**config.mk**
```make
export PLATFORM = sky130hd
export DESIGN_NAME = uvs_div_cell
export DESIGN_NICKNAME = d
export VERILOG_FILES = /design/src/rtl/uvs_pkg.sv /design/src/rtl/uvs_div_cell.sv
export SDC_FILE = /design/constraint.sdc
export NUM_CORES = 1
export LEC_CHECK = 0
export ABC_CLOCK_PERIOD_IN_PS = 2050
export BUFFER_PORTS_ARGS = -buffer_cell sky130_fd_sc_hd__buf_2
export CAP_MARGIN = 40
export CORE_UTILIZATION = 30
export CTS_CLUSTER_SIZE = 30
export DETAILED_ROUTE_END_ITERATION = 16
export GPL_TIMING_DRIVEN = 0
export PLACE_DENSITY = 0.59
export SYNTH_ARGS = -nofsm -noshare
export SYNTH_HDL_FRONTEND = slang
export SYNTH_SLANG_ARGS = --single-unit
```
**constraint.sdc**
```tcl
create_clock -name clock -period 2.05 [get_ports clock]
set_input_delay 0.1025 -clock clock [delete_from_list [all_inputs] [get_ports clock]]
set_output_delay 0.1025 -clock clock [all_outputs]
set_load 0.02 [all_outputs]
```
**src/rtl/uvs_pkg.sv**
```systemverilog
// ----------------------------------------------------------------------------
// uvs_pkg: shared types and constants of the UV-sphere tessellator
// Register indexes, reset values, fixed-point constants of the sine series
// and the side data that travels down the pipeline with each beat.
// ----------------------------------------------------------------------------
package uvs_pkg;

   // Configuration register indexes
   localparam logic [1:0] REG_RADIUS = 2'd0;
   localparam logic [1:0] REG_STACKS = 2'd1;
   localparam logic [1:0] REG_SLICES = 2'd2;

   // Reset values and valid range of the division counts
   localparam logic [15:0] RADIUS_RESET  = 16'd1280;
   localparam logic [6:0]  STACKS_RESET  = 7'd20;
   localparam logic [6:0]  SLICES_RESET  = 7'd20;
   localparam int unsigned MAX_DIVISIONS = 64;
   localparam logic [6:0]  MIN_STACKS    = 7'd2;
   localparam logic [6:0]  MIN_SLICES    = 7'd3;

   // Q2.30 constants
   localparam logic [30:0] Q30_ONE     = 31'h4000_0000;
   localparam logic [63:0] Q30_HALF    = 64'h2000_0000;
   localparam logic [30:0] PI_HALF_Q30 = 31'd1686629713;

   // Horner steps divide by 110, 72, 42, 20, 6: drop the power of two, then
   // multiply by a reciprocal of the odd part (exact for 31-bit operands)
   localparam int unsigned HORNER_PRE   [5] = '{1, 3, 1, 2, 1};
   localparam int unsigned HORNER_SHIFT [5] = '{37, 35, 36, 34, 33};
   localparam logic [31:0] HORNER_MAGIC [5] = '{
      32'(((64'd1 << 37) + 64'd54) / 64'd55),
      32'(((64'd1 << 35) + 64'd8) / 64'd9),
      32'(((64'd1 << 36) + 64'd20) / 64'd21),
      32'(((64'd1 << 34) + 64'd4) / 64'd5),
      32'(((64'd1 << 33) + 64'd2) / 64'd3)
   };

   // Pipeline depth of the sine unit, from angle in to magnitude out
   localparam int unsigned SINE_LAT = 19;

   // Per-beat data that rides alongside the arithmetic
   typedef struct packed {
      logic        mode;
      logic        bad;
      logic        pole_top;
      logic        pole_bot;
      logic [12:0] corner_a;
      logic [12:0] corner_b;
      logic [12:0] corner_c;
   } side_type;

endpackage

```
**src/rtl/uvs_div_cell.sv**
```systemverilog
// ----------------------------------------------------------------------------
// uvs_div_cell: one restoring-division step for the two angle lanes
// Each cell retires one quotient bit of phi and of theta and hands the
// partial remainder, the shifting dividend/quotient word and the side data
// to the next cell.
// ----------------------------------------------------------------------------
module uvs_div_cell #(
   parameter int ANGLE_BITS = 16
) (
   input  logic                  clock,
   input  logic                  reset,
   input  logic                  en,
   input  logic                  valid_in,
   input  uvs_pkg::side_type     side_in,
   input  logic [7:0]            divisor_phi,
   input  logic [7:0]            divisor_th,
   input  logic [7:0]            rem_phi_in,
   input  logic [ANGLE_BITS:0]   lo_phi_in,
   input  logic [7:0]            rem_th_in,
   input  logic [ANGLE_BITS:0]   lo_th_in,
   output logic                  valid_out,
   output uvs_pkg::side_type     side_out,
   output logic [7:0]            rem_phi_out,
   output logic [ANGLE_BITS:0]   lo_phi_out,
   output logic [7:0]            rem_th_out,
   output logic [ANGLE_BITS:0]   lo_th_out
);

   logic                valid_ff;
   uvs_pkg::side_type   side_ff;
   logic [7:0]          rem_phi_ff, rem_phi_in_w;
   logic [ANGLE_BITS:0] lo_phi_ff, lo_phi_in_w;
   logic [7:0]          rem_th_ff, rem_th_in_w;
   logic [ANGLE_BITS:0] lo_th_ff, lo_th_in_w;
   logic [8:0]          sh_phi, sh_th;
   logic [9:0]          diff_phi, diff_th;

   // Shift in the next dividend bit and try a subtract
   always_comb begin
      sh_phi   = {rem_phi_in, lo_phi_in[ANGLE_BITS]};
      sh_th    = {rem_th_in, lo_th_in[ANGLE_BITS]};
      diff_phi = {1'b0, sh_phi} - {2'b00, divisor_phi};
      diff_th  = {1'b0, sh_th} - {2'b00, divisor_th};
      if (!diff_phi[9]) begin
         rem_phi_in_w = diff_phi[7:0];
         lo_phi_in_w  = {lo_phi_in[ANGLE_BITS-1:0], 1'b1};
      end else begin
         rem_phi_in_w = sh_phi[7:0];
         lo_phi_in_w  = {lo_phi_in[ANGLE_BITS-1:0], 1'b0};
      end
      if (!diff_th[9]) begin
         rem_th_in_w = diff_th[7:0];
         lo_th_in_w  = {lo_th_in[ANGLE_BITS-1:0], 1'b1};
      end else begin
         rem_th_in_w = sh_th[7:0];
         lo_th_in_w  = {lo_th_in[ANGLE_BITS-1:0], 1'b0};
      end
   end

   // Advance the beat to the next cell
   always_ff @(posedge clock) begin
      if (reset) begin
         valid_ff <= 1'b0;
      end else if (en) begin
         valid_ff <= valid_in;
      end
   end

   always_ff @(posedge clock) begin
      if (en) begin
         side_ff    <= side_in;
         rem_phi_ff <= rem_phi_in_w;
         lo_phi_ff  <= lo_phi_in_w;
         rem_th_ff  <= rem_th_in_w;
         lo_th_ff   <= lo_th_in_w;
      end
   end

   assign valid_out   = valid_ff;
   assign side_out    = side_ff;
   assign rem_phi_out = rem_phi_ff;
   assign lo_phi_out  = lo_phi_ff;
   assign rem_th_out  = rem_th_ff;
   assign lo_th_out   = lo_th_ff;

endmodule

```
Word-level counts from Yosys, hierarchy flattened
Index checks and enable logic that the tools add are counted.

storage, ports and cells
  flip-flop bits (word level) = 94
  input bits = 113
  output and inout port bits = 94
  word-level logic and storage cells = 18

cells by class
  add/sub/neg operators = 2
  multiplexer cells = 4

operator list
  cell            number
  $sub A9 B8 Y10  2
  $mux W8         2
  $mux W1         2

Logic depth before layout (Yosys ltp)
  depth in word-level cells = 2
  gate-level depth with buffers = 8
  mapped depth without buffers = 8

Least setup slack after synthesis
No wires, ideal clock.

  path type = input to register
  start point = input port divisor_th[1]
  end point = register rem_th_ff[2], in the netlist rem_th_out[2], data pin
  arrival time = 1727 ps
  data required time = 1790 ps
  slack = 62 ps
  stages = 7
  cell sequence = inv_1 > ha_1 > nor2b_4 > o21a_1 > a311o_2 > a21oi_4 > mux2_4

on the way
  cells in the longest elaborated chain, start to end = 2

RTL lines
  element               line                RTL
  start, declared       uvs_div_cell.sv:16  input logic [7:0] divisor_th,
  $sub A9 B8 Y10        uvs_div_cell.sv:43  diff_th = {1'b0, sh_th} - {2'b00, divisor_th};
  $mux W8               uvs_div_cell.sv:51  if (!diff_th[9]) begin
  net rem_th_in_w[2]    uvs_div_cell.sv:33  logic [7:0] rem_th_ff, rem_th_in_w;
  end signal, assigned  uvs_div_cell.sv:74  rem_th_ff <= rem_th_in_w;
  end, declared         uvs_div_cell.sv:33

The timed path passes the listed nets, and every way through them passes these cells.
A chain may end at the register's enable or synchronous reset.

Final worst setup path
  start point = input port divisor_th[1]
  end point = register rem_th_ff[4], in the netlist rem_th_out[4], data pin

Same word-level chain as after synthesis.

==> metrics.csv <==
metric;value;unit
Worst R2R Start;valid_out;
Die Y;114;um
first-pass GRT wire length;14.0;mm
largest area contributor in the netlist;edfxtp_1;
RD Place Congestion;0.731;
worst reg-to-reg path cell count;2;
Pwr per Cell Area;828;nW/um^2
CTS tree;done;
WP data arrival;2.00;ns
CTS resizes;0;
syn avg cell area;17.4;sq um
Hold Path Sink;valid_out;
buffer count from post-CTS setup fixing;0;
vias in the first global route;2933;
initial antenna violation count;0;
placed insts;591;
hold slack;0.0482;ns
headroom to the max-slew limit;64.0;%
Post-synth EDFFs;93;
Final Hold Viols;0;
fin cells;683;
worst-margin pin slew;0.540;ns
CP startpoint kind;input pin;
min-delay src;valid_in;
Worst Path Class, Setup;input pin to flop;
Post-route DRC;0;
synthesized flop and latch total;94;
GRT overflow;0;
clock sinks;94;
Crit Path Max Fanout;8;
hold path depth;3;
Area growth syn-to-layout;62.3;%
Final Skew;0;ns
Final Cell Area;6110;sq um
CTS root buf;clkbuf_16;
# rows;40;
RR Endpoint;valid_out;
Clock transition at path regs;0.06;ns
post-synthesis instance area;3770;sq um
DRT Wirelength;9.20;mm
fmax;522;MHz
number of DRC markers in iteration 0;159;
sequential-to-total area share from yosys stat;74.7;%
most frequent cells in the layout;205 x buf_2, 93 x edfxtp_1, 76 x dlygate4sd3_1;
I/O Buffers;206;
top cells by area, synth;edfxtp_1 74%, ha_1 5.3%, inv_1 2.3%, mux2_4 2.0%, mux2_2 1.5%;
fin crit period;1.92;ns
layout cells sized above 1;46.2;%
FFs w/ async S/R, synth;0;%
yosys warns;0;
R2R Setup Slk;1.42;ns
ys flop type;edfxtp_1;
core area;12100;sq um
number of distinct library cells after synthesis;39;
max cap viols;0;
commonest non-fill, non-tap cell in the layout;buf_2;
status;complete, no violations;
Num CTS Buffers;9;
vias per cell;4.23;
DIE AREA;13000;sq um
Area after DPL;5040;sq um
setup ws final;0.133;ns
I/O pins;207;
period utilization;93.5;%
ant diodes;0;
Initial Util;31.1;%
dpl ws;-0.220;ns
Worst Hold Class;input pin to flop;
clock tree buffer depth;2;
DR pass1 iterations;4;
syn_nets;347;
Final Core Density;50.5;%
Routed Antenna Nets;0;
detailed-route via count;2888;
share of the synthesized area in the top cell type;74.1;%
Final Max Tran Viols;0;
CP Capture Type;flop;
Skew-Pair Late Insertion Delay;0.33;ns
Hold Buf Count CTS;76;
Die X;114;um
Required @ worst endpoint;2.13;ns
Pleak;0.00272;uW
RSZ-0062 raised after global routing;no;
# setup viols final;0;
DP Wirelength;6.43;mm
largest net degree at the start of global routing;57;
Global Route Usage Sum;14.0;%
worst vdd ir;393;uV
Mapped Cells;216;
htree depth;3;
DR WL/cell;13.5;um
Final nets;641;
-- per-stage QoR --
| stage | TNS [ns] | total power [uW] |
|---|---|---|
| floorplan | 0 | 2890 |
| global placement | -2.74 | 3230 |
| detailed placement | -1.99 | 3250 |
| CTS | 0 | 5130 |
| global route | 0 | 5280 |
| finish | 0 | 5060 |
-- cells in the mapped netlist (2+ instances only) --
cell and n:
a31oi_1 2, mux2_4 5, a211oi_1 2, a21o_1 3
o21a_1 4, nor2b_4 2, o21ai_0 4, edfxtp_1 93
nand2_1 5, fa_1 2, ha_1 16, a21oi_1 3
a21oi_2 2, xnor2_1 5, nor2b_1 4, nor2_1 11
inv_1 23, mux2i_1 5, mux2_2 5
-- layout make-up --
type | instances | area (sq um)
Fill cell | 1068 | 6000
Sequential cell | 94 | 2810
Timing Repair Buffer | 283 | 1820
Multi-Input combinational cell | 99 | 868
Clock buffer | 11 | 233
Tap cell | 168 | 210
Inverter | 23 | 86.3
Clock inverter | 5 | 81.3
-- sequential cells by signal, summed over array words and instances, names as in the netlist --
signal,cells
lo_phi_out,17
valid_out,1
side_out,43
rem_th_out,8
lo_th_out,17
rem_phi_out,8
-- where the power goes --
part	total, uW	switching, uW	internal [uW]
logic	959	519	440
clock network	1740	671	1070
registers	2360	43.3	2320
total	5060	1230	3830
-- cells by family after synthesis --
| group | Yosys count | synth area share (%) |
|---|---|---|
| compound gates | 30 | 6.11 |
| xor+xnor | 6 | 1.39 |
| flops | 94 | 74.7 |
| fa+ha+maj | 18 | 6.38 |
| mux | 15 | 4.82 |
| buf+inv | 23 | 2.29 |
| simple gates | 30 | 4.35 |
-- worst max path at each step --
stage	start	end	slack, ns	depth (start not counted)
finish	divisor_th[1]	rem_th_out[4]	0.13	8
global route	divisor_phi[3]	rem_phi_out[2]	0.01	8
CTS	divisor_th[1]	rem_th_out[4]	0.12	8
detailed placement	divisor_th[1]	rem_th_out[4]	-0.22	8
global placement	divisor_th[1]	rem_th_out[4]	-0.21	8
floorplan	divisor_th[1]	rem_th_out[2]	0.06	7
-- worst max-delay path: stages --
cell     delay [ns]
buf_2          0.11
inv_1          0.04
ha_1           0.28
nor2b_4        0.12
o21a_1         0.19
a311o_2        0.45
a21oi_4        0.36
mux2_4         0.34
-- metal layers --
layer	vias to the layer above	wire length, um	global-route usage [%]
li1	1403	-	-
met2	111	4680	25.1
met5	-	0	0
met1	1358	3750	16.0
met4	0	192	6.67
met3	16	569	2.96
Note: power is estimated with default switching activity, not from simulation.
